<file path="src/rtl/core/psc_pkg.sv">
// ----------------------------------------------------------------------------
// psc_pkg: shared types and constants of the PRNG stream checker
// Word layouts, status codes and generator constants.
// ----------------------------------------------------------------------------
package psc_pkg;

  localparam int unsigned NumSourcesDefault = 4;
  localparam int unsigned CfgAddrW          = 3;

  localparam logic [7:0]  MarkStart = 8'd83;

  localparam logic [31:0] LcgMulMs   = 32'd214013;
  localparam logic [31:0] LcgIncMs   = 32'd2531011;
  localparam logic [31:0] LcgMulAnsi = 32'd1103515245;
  localparam logic [31:0] LcgIncAnsi = 32'd12345;

  // register indexes on the configuration port
  localparam logic RegLcgMode     = 1'b0;
  localparam logic RegInitialSeed = 1'b1;

  typedef enum logic [2:0] {
    StOk        = 3'd0,
    StBadRandom = 3'd1,
    StBadSeed   = 3'd2,
    StMissing   = 3'd3,
    StBadSource = 3'd4,
    StBadMarker = 3'd5
  } status_e;

  typedef struct packed {
    logic [7:0]  marker;
    logic [7:0]  source_id;
    logic [31:0] sequence_number;
    logic [31:0] seed_value;
    logic [31:0] random_value;
  } in_word_t;

  typedef struct packed {
    status_e     status;
    logic [31:0] missing_count;
  } out_word_t;

  // per-source reference state
  typedef struct packed {
    logic [31:0] count;
    logic [31:0] seed;
  } entry_t;

endpackage

</file>
<file path="src/rtl/core/psc_check.sv">
// ----------------------------------------------------------------------------
// psc_check: per-word check against the reference generator
// Steps one source's count and LCG, compares and picks the resync state.
// ----------------------------------------------------------------------------
module psc_check #(
  parameter int unsigned NUM_SOURCES = 4
) (
  input  psc_pkg::in_word_t  word_i,
  input  psc_pkg::entry_t    entry_i,
  input  logic               lcg_mode_i,
  output psc_pkg::out_word_t result_o,
  output psc_pkg::entry_t    entry_o,
  output logic               wr_o
);
  import psc_pkg::*;

  logic        good_src;
  logic [31:0] cnt;
  logic [31:0] mul;
  logic [31:0] inc;
  logic [31:0] ns;
  logic [31:0] val;

  assign good_src = (word_i.source_id != 8'd0) &&
                    ({1'b0, word_i.source_id} <= 9'(NUM_SOURCES));
  assign cnt = entry_i.count + 32'd1;
  assign mul = lcg_mode_i ? LcgMulAnsi : LcgMulMs;
  assign inc = lcg_mode_i ? LcgIncAnsi : LcgIncMs;
  assign ns  = 32'(entry_i.seed * mul) + inc;
  assign val = {17'd0, ns[30:16]};

  always_comb begin
    result_o.status        = StOk;
    result_o.missing_count = 32'd0;
    entry_o.count          = cnt;
    entry_o.seed           = ns;
    wr_o                   = 1'b0;
    if (word_i.marker != MarkStart) begin
      result_o.status = StBadMarker;
    end else if (!good_src) begin
      result_o.status = StBadSource;
    end else begin
      wr_o = 1'b1;
      if (cnt != word_i.sequence_number) begin
        // resync both count and seed
        result_o.status        = StMissing;
        result_o.missing_count = word_i.sequence_number - cnt;
        entry_o.count          = word_i.sequence_number;
        entry_o.seed           = word_i.seed_value;
      end else if (ns != word_i.seed_value) begin
        result_o.status = StBadSeed;
        entry_o.seed    = word_i.seed_value;
      end else if (val != word_i.random_value) begin
        result_o.status = StBadRandom;
      end
    end
  end

endmodule

</file>
<file path="config.mk">
export PLATFORM = sky130hd
export DESIGN_NAME = psc_check
export DESIGN_NICKNAME = d
export VERILOG_FILES = /design/src/rtl/core/psc_pkg.sv /design/src/rtl/core/psc_check.sv
export SDC_FILE = /design/constraint.sdc
export NUM_CORES = 1
export LEC_CHECK = 0
export ABC_CLOCK_PERIOD_IN_PS = 8200
export BUFFER_PORTS_ARGS = -buffer_cell sky130_fd_sc_hd__buf_2
export CAP_MARGIN = 0
export CORE_AREA = 5 5 126 248
export DETAILED_ROUTE_END_ITERATION = 7
export DIE_AREA = 0 0 131 253
export PLACE_DENSITY = 0.92
export SLEW_MARGIN = 15
export SYNTH_ARGS = -nofsm -noshare
export SYNTH_HDL_FRONTEND = slang
export SYNTH_SLANG_ARGS = --single-unit
</file>
<file path="constraint.sdc">
create_clock -name vclk -period 8.2
set_clock_uncertainty 0.15 [all_clocks]
set_input_delay 0 -clock vclk [all_inputs]
set_output_delay 0 -clock vclk [all_outputs]
set_load 0.01 [all_outputs]
</file>
After elaboration in Yosys (flattened, before gate mapping):

Cells that the tools add are included.

* register bits after elaboration: 0
* output and inout port bits: 100
* bits of input ports: 177

* reductions and logical operators: 2
* $mul: 1
* $lt $le $gt $ge: 1
* muxes and demuxes: 17
* $add $sub $neg: 3
* equal/unequal tests: 4

Operators with widths (number)
* $mux W32: 6
* $mux W64: 2
* $ne A32 B32 Y1: 2
* $add A32 B1 Y32 const B: 1
* $add A32 B22 Y32: 1
* $mul A32 B31 Y32: 1
* $ne A15 B32 Y1: 1
* $sub A32 B32 Y32: 1
* $mux W31: 1
* $mux W22: 1
* $mux W3: 4
* $le A8 B3 Y1 const B: 1
* $ne A8 B7 Y1 const B: 1
* $reduce_bool A8 Y1: 1
* $mux W1: 3
* $logic_and A1 B1 Y1: 1

Logic depth before layout (Yosys ltp):

Gate-level depths: netlist (run 1).

* word-level depth: 9
* mapped depth: 35
* gate-level depth less buffers: 30

Worst setup path after synthesis (run 1):

Ideal clock, no wire load.

* path type: input to output
* start point: input lcg_mode_i
* end point: output entry_o[16] (netlist bit)
* arrival: 8858 ps
* path slack: -808 ps
* cell stages on the path: 33
* data required time: 8050 ps
* path through: clkbuf_1 -> inv_1 -> clkbuf_1 -> buf_1 -> nand2_1 -> fa_1 -> fa_1 -> fa_1 -> inv_1 -> fa_1 -> fa_1 -> inv_1 -> fa_1 -> inv_1 -> fa_1 -> inv_1 -> fa_1 -> inv_1 -> ha_1 -> buf_2 -> nor2_1 -> a31oi_1 -> o211ai_1 -> nor4_1 -> nand3b_1 -> nor4b_1 -> nand4b_1 -> nor4b_2 -> o2111ai_1 -> and4bb_2 -> a31oi_4 -> buf_6 -> mux2_1

RTL lines
* start, declared: line psc_check.sv:10 `input logic lcg_mode_i,`
* end, declared: line psc_check.sv:12 `output psc_pkg::entry_t entry_o,`

==> results of run 1 <==
per-layer routing:
metal / vias up / track usage
met2: 939 / 0.582
li1: 6691 / -
met5: - / 0
met3: 355 / 0.0353
met1: 7408 / 0.404
met4: 0 / 0.210
layout by cell type (no fill, tap or decap), types with 6 or more instances in the layout:
cell type	netlist	layout
xor2_1	56	52
diode_2	0	7
and3_1	13	13
inv_2	0	21
ha_1	228	218
inv_1	491	461
nand2b_1	6	6
mux2i_1	7	7
and2_1	6	6
nand4_1	21	21
nor3_1	12	10
nand3_1	25	25
nor2_1	129	124
buf_12	0	7
ha_4	0	9
a31oi_1	10	7
o21ai_0	31	27
buf_6	3	31
fa_1	293	279
o21a_1	9	9
nor4_1	10	9
mux2_2	23	21
clkbuf_4	0	6
nand2_2	0	7
nand2_1	90	78
buf_2	5	241
o211ai_1	9	9
xnor2_1	108	102
buf_4	2	220
fa_2	0	14
clkinvlp_4	0	8
a21oi_1	78	73
a21o_1	27	27
mux2_4	5	8
nor2b_1	7	7
cell type report:
type                            instances  area [um2]
Timing Repair Buffer                  510        3500
Multi-Input combinational cell       1300       14300
Fill cell                            2107        9000
Tap cell                              364         455
Inverter                              491        1900
Antenna cell                            7        17.5
final timing paths:
check	endpoint	slack (ns)	depth (start not counted)
max	entry_o[20]	-0.21	35
min	result_o[32]	0.17	4
kinds of logic (layout without fill, tap and decap cells):
kind of cell | Yosys count | count (layout) | synth area share
adder cells (fa/ha/maj) | 521 | 521 | 0.552
other | 0 | 7 | 0
buffers and inverters | 529 | 1001 | 0.128
AND/OR/NAND/NOR | 349 | 349 | 0.105
XOR/XNOR | 165 | 165 | 0.0924
multiplexers | 36 | 36 | 0.0263
AO/OA/AOI/OAI | 229 | 229 | 0.0965
per-stage QoR:
| stage | instance area, um2 | setup WS (ns) | utilization | hold slack, ns |
|---|---|---|---|---|
| final | 20200 | -0.205 | 0.692 | 0.170 |
| after floorplan | 15800 | 0.0251 | - | -0.0725 |
| after global routing | 20200 | -0.335 | 0.691 | 0.190 |
| after CTS | 19600 | -0.0353 | 0.671 | 0.177 |
| after detailed placement | 19000 | -0.410 | 0.651 | 0.178 |
| after global placement | 19000 | -0.358 | 0.651 | 0.172 |
worst max-delay path: cells and delay by family:
kind / cells / cell delay [ns]
simple gates: 4 / 0.71
fa+ha+maj: 9 / 4.50
buf+inv: 16 / 1.87
compound gates: 4 / 0.64
mux: 2 / 0.49
what timing repair did:
item | in CTS | in global routing
endpoints found under the setup margin | 32 | 33
gates cloned | 3 | 2
pin swaps | 12 | 36
endpoints found under the hold margin | 0 | 0
resized for setup | 98 | 95
buffers inserted | 14 | 16
==> results by group, run 1 <==
Drt
  – Antenna-violating nets left: 0
  – Via count: between 15000 and 20000
  – Routed len/inst: about 22 um
  – Drc violations: 0
  – DR WL met2: roughly 29 mm
  – Initial detailed-routing violation count: 1311
  – Met3 wire length: 4.33 mm
  – Met1 WL: about 20 mm
  – Top layer in use: met4
  – Final wirelength: 59.3 mm
  – Via density: 5.76
  – First-pass iteration count of the detailed router: 7

STA
  – Slew Limit Headroom: 0.548
  – Final worst slack: -0.205 ns
  – Worst-Margin Slew: 0.673 ns
  – Minimum clock period after layout: 8.41 ns
  – Final hold vios: 0
  – Final setup viols: 32
  – Fmax: 0.119 GHz
  – TNS Setup: -5.15 ns
  – Tcrit/Tclk final: 1.03
  – Count of pins over their slew limit: 0
  – Unrepaired setup endpoints after global routing: true

Floorplanning
  – Site Rows: 89
  – I/O Pins: approximately 280
  – Core Region: roughly 0.029 mm2
  – Die area: 0.0331 mm2
  – Die Width: between 100 and 150 um
  – Die height: 253 um
  – Initial Util: 0.542

Yosys
  – Cell taking the most area after synthesis: fa_1
  – Yosys top cell area share: 0.371
  – Post-synthesis sequential area ratio: 0
  – Top cells by area, synth: fa_1 37%, ha_1 18%, inv_1 12%, xnor2_1 6.0%, xor2_1 3.1%
  – Most common cell in the synthesized netlist: inv_1
  – Syn avg cell area: 8.64 um2
  – Unique cell type count in the Yosys netlist: 77
  – Commonest cells in the synthesized netlist: 491 x inv_1, 293 x fa_1, 228 x ha_1
  – Synth Instances: between 1500 and 2000
  – Cell Area, Synth: 0.0158 mm2
  – Ys Warns: 0
  – Synthesized Nets: 2527

Setup path
  – WP data required: approximately 8.1 ns
  – CP startpoint: entry_i[20]
  – Worst Setup End Kind: output port
  – Arrival time at the worst endpoint: 8.26 ns
  – Crit-path max cell delay: 0.60 ns
  – Setup crit start kind: primary input
  – CP max-delay cell: fa_2
  – Max FO, Critical Path: 11
  – Worst Path Class, Setup: primary input to output port
  – Most Frequent Cell on Critical Path: fa_1

Global routing
  – Vias in the first global route: approximately 17000
  – Largest net degree at the start of global routing: 73
  – Initial antenna violation count: 1
  – First-pass GRT wire length: 87.0 mm
  – All-Layer GR Usage: 0.341
  – Total grt overflow: 0

Placed design
  – Dpl cells: roughly 2600
  – DP HPWL: 49.6 mm
  – GP Congestion: approximately 0.99
  – Port Buf Inserts: 277

Min path
  – Worst hold path type: primary input to output port
  – HP Start: word_i[107]

Cells and area
  – Net count, final: 3001
  – Non-filler cells, final: around 2700
  – Register area: 0 um2
  – Final sequential cell count: 0
  – Area Overhead vs Synth: 27.7%
  – Share of cells above drive strength 1: 0.289
  – Clock Buffer Count: 0

Outcome
  – Status: complete, but fails checks
  – Failing checks: negative setup slack

Clock tree
  – Hold buffers post-CTS: 0

Run
  – Number of max-cap violations: 0
Power of run 1 is left out: the tool's default activity adds up to more than one toggle a clock period on the data nets, which glitch-free logic cannot reach.
==> run 2, diff against run 1 <==
--- a/config.mk
+++ b/config.mk
@@ -5,13 +5,14 @@
 export SDC_FILE = /design/constraint.sdc
 export NUM_CORES = 1
 export LEC_CHECK = 0
+export ABC_AREA = 1
 export ABC_CLOCK_PERIOD_IN_PS = 8200
 export BUFFER_PORTS_ARGS = -buffer_cell sky130_fd_sc_hd__buf_2
 export CAP_MARGIN = 0
-export CORE_AREA = 5 5 126 248
+export CORE_AREA = 5 5 135 266
 export DETAILED_ROUTE_END_ITERATION = 7
-export DIE_AREA = 0 0 131 253
-export PLACE_DENSITY = 0.92
+export DIE_AREA = 0 0 140 271
+export PLACE_DENSITY = 0.85
 export SLEW_MARGIN = 15
 export SYNTH_ARGS = -nofsm -noshare
 export SYNTH_HDL_FRONTEND = slang
==> run 2 against run 1 <==
  * The run now ends clean
  * Cell count is 11% higher
  * Critical path depth fell by 2
  * Worst hold slack worse by 0.0022 ns
  * Final area fell by 8.3%
  * Sequential share of layout area stayed put
  * Sequential cell count did not move
  * Critical path type unchanged
  * Critical endpoint is now result_o[32]
  * Largest cell class unchanged
==> results by group, run 2 <==
Floorplanning
  – Die area: 0.0379 mm2 (+14%)
  – Site Rows: 95 (+6.7%)
  – Core Region: 0.0335 mm2 (+15%)
  – I/O Pins: 277 (unchanged)
  – Initial Util: 0.493 (-0.0487)
  – Die height: 271 um (+7.1%)
  – Die Width: 140 um (+6.9%)

Yosys
  – Cell Area, Synth: 0.0165 mm2 (+4.6%)
  – Unique cell type count in the Yosys netlist: 47 (-39%)
  – Syn avg cell area: 7.33 um2 (-15%)
  – Synth Instances: 2254 (+23%)
  – Cell taking the most area after synthesis: fa_1
  – Synthesized Nets: 2952 (+17%)
  – Yosys top cell area share: 0.355 (-0.0162)
  – Commonest cells in the synthesized netlist: 620 x inv_1, 427 x nand2_1, 293 x fa_1
  – Ys Warns: 0 (unchanged)
  – Most common cell in the synthesized netlist: inv_1
  – Top cells by area, synth: fa_1 36%, ha_1 17%, inv_1 14%, nand2_1 9.7%, nor2_1 3.4%
  – Post-synthesis sequential area ratio: 0 (unchanged)

STA
  – Final hold vios: 0 (unchanged)
  – Slew Limit Headroom: 0.579 (+0.0306)
  – Worst-Margin Slew: 0.626 ns (-0.0468 ns)
  – Minimum clock period after layout: 7.79 ns (-0.615 ns)
  – Tcrit/Tclk final: 0.950 (-0.0750)
  – Unrepaired setup endpoints after global routing: false
  – Fmax: 0.128 GHz (+7.9%)
  – TNS Setup: 0 ns (+5.15 ns)
  – Count of pins over their slew limit: 0 (unchanged)
  – Final setup viols: 0 (-100%)

Setup path
  – Setup crit start kind: primary input
  – Worst Path Class, Setup: primary input to output port
  – Crit-path max cell delay: 0.58 ns (-0.02 ns)
  – Arrival time at the worst endpoint: 7.64 ns (-0.62 ns)
  – Max FO, Critical Path: 32 (+21)
  – WP data required: 8.05 ns (about the same)
  – Most Frequent Cell on Critical Path: fa_1
  – CP max-delay cell: fa_1
  – Worst Setup End Kind: output port

Clock tree
  – Hold buffers post-CTS: 0 (unchanged)
  – Post-CTS Setup Bufs: 0 (-14)
  – Cts repair resizes: 0 (-100%)

Run
  – Number of max-cap violations: 0 (unchanged)

Outcome
  – Status: complete, no violations

Min path
  – Hold path depth: 4 (unchanged)
  – Worst hold path type: primary input to output port
  – HP Start: word_i[82]
  – Worst Hold Path EP: entry_o[50]

Cells and area
  – Final sequential cell count: 0 (unchanged)
  – Commonest non-fill, non-tap cells in the layout: 620 x inv_1, 427 x nand2_1, 293 x fa_1
  – Net count, final: 3218 (+7.2%)
  – Area Overhead vs Synth: 11.9%
  – Register area: 0 um2 (unchanged)
  – Clock Buffer Count: 0 (unchanged)
  – Non-filler cells, final: 2956 (+11%)
  – Commonest non-fill, non-tap cell in the layout: inv_1
  – Share of cells above drive strength 1: 0.129 (-0.160)

Drt
  – Routed len/inst: 19.1 um (-14%)
  – Drc violations: 0 (unchanged)
  – Via count: 15527 (+0.87%)
  – Initial detailed-routing violation count: 742 (-43%)
  – First-pass iteration count of the detailed router: 5 (-2)
  – Via density: 5.25 (-8.8%)
  – Final wirelength: 56.6 mm (-4.6%)
  – Antenna-violating nets left: 0 (unchanged)

Global routing
  – Initial antenna violation count: 2 (+1)
  – Largest net degree at the start of global routing: 67 (-8.2%)
  – First-pass GRT wire length: 86.0 mm (-1.2%)
  – Total grt overflow: 0 (unchanged)
  – Vias in the first global route: 16690 (+0.69%)
  – All-Layer GR Usage: 0.292 (-0.0498)

Placed design
  – Dpl cells: 2954 (+12%)
  – Port Buf Inserts: 277 (unchanged)
  – GP Congestion: 1.03 (+3.9%)
  – DP HPWL: 52.4 mm (+5.8%)
[run 2: critical path, delay by kind of cell]
family                     cells  cell delay [ns]
and+or+nand+nor               13             1.95
adders and majority gates      9             4.43
buffers and inverters          9             0.88
xor gates and xnor gates       2             0.34
[run 2: how the worst max path moves through the flow]
stage	startpoint	endpoint	slack [ns]	depth (start not counted)
floorplan	lcg_mode_i	result_o[32]	1.16	38
detailed placement	lcg_mode_i	result_o[32]	0.29	37
finish	lcg_mode_i	result_o[32]	0.41	33
global route	lcg_mode_i	result_o[32]	0.02	31
global placement	lcg_mode_i	result_o[32]	0.40	31
CTS	entry_i[13]	result_o[32]	0.27	38
[run 2: cell type report]
cell class,count,area [um2]
Tap cell,436,546
Timing Repair Buffer,292,1510
Multi-Input combinational cell,1596,14100
Inverter,630,2360
Fill cell,3243,15000
Antenna cell,2,5.00
[run 2: cells by family (layout without fill, tap and decap cells)]
kind of cell    after synthesis  after routing  share of synthesized area
other cells                   0              2                          0
compound gates              244            244                     0.0791
fa+ha+maj                   521            521                      0.528
simple gates                730            730                      0.187
buf+inv                     658            922                      0.150
xor+xnor                    101            101                     0.0563
[run 2: metal layers]
metal,GRT usage,vias to the layer above,share of wire
li1,-,7338,-
met1,0.242,7312,0.29
met2,0.597,617,0.57
met3,0.0191,260,0.036
met4,0.238,0,0.11
met5,0,-,0
[run 2: per-stage QoR]
stage	utilization	cell area (um2)	hold WS (ns)	worst slack, ns
after floorplan	-	16500	-0.0200	1.16
after global placement	0.551	18500	0.164	0.401
after detailed placement	0.551	18500	0.170	0.295
after CTS	0.551	18500	0.170	0.273
after global routing	0.552	18500	0.190	0.0177
final	0.552	18500	0.167	0.410
Power of run 2 is left out for the same reason.
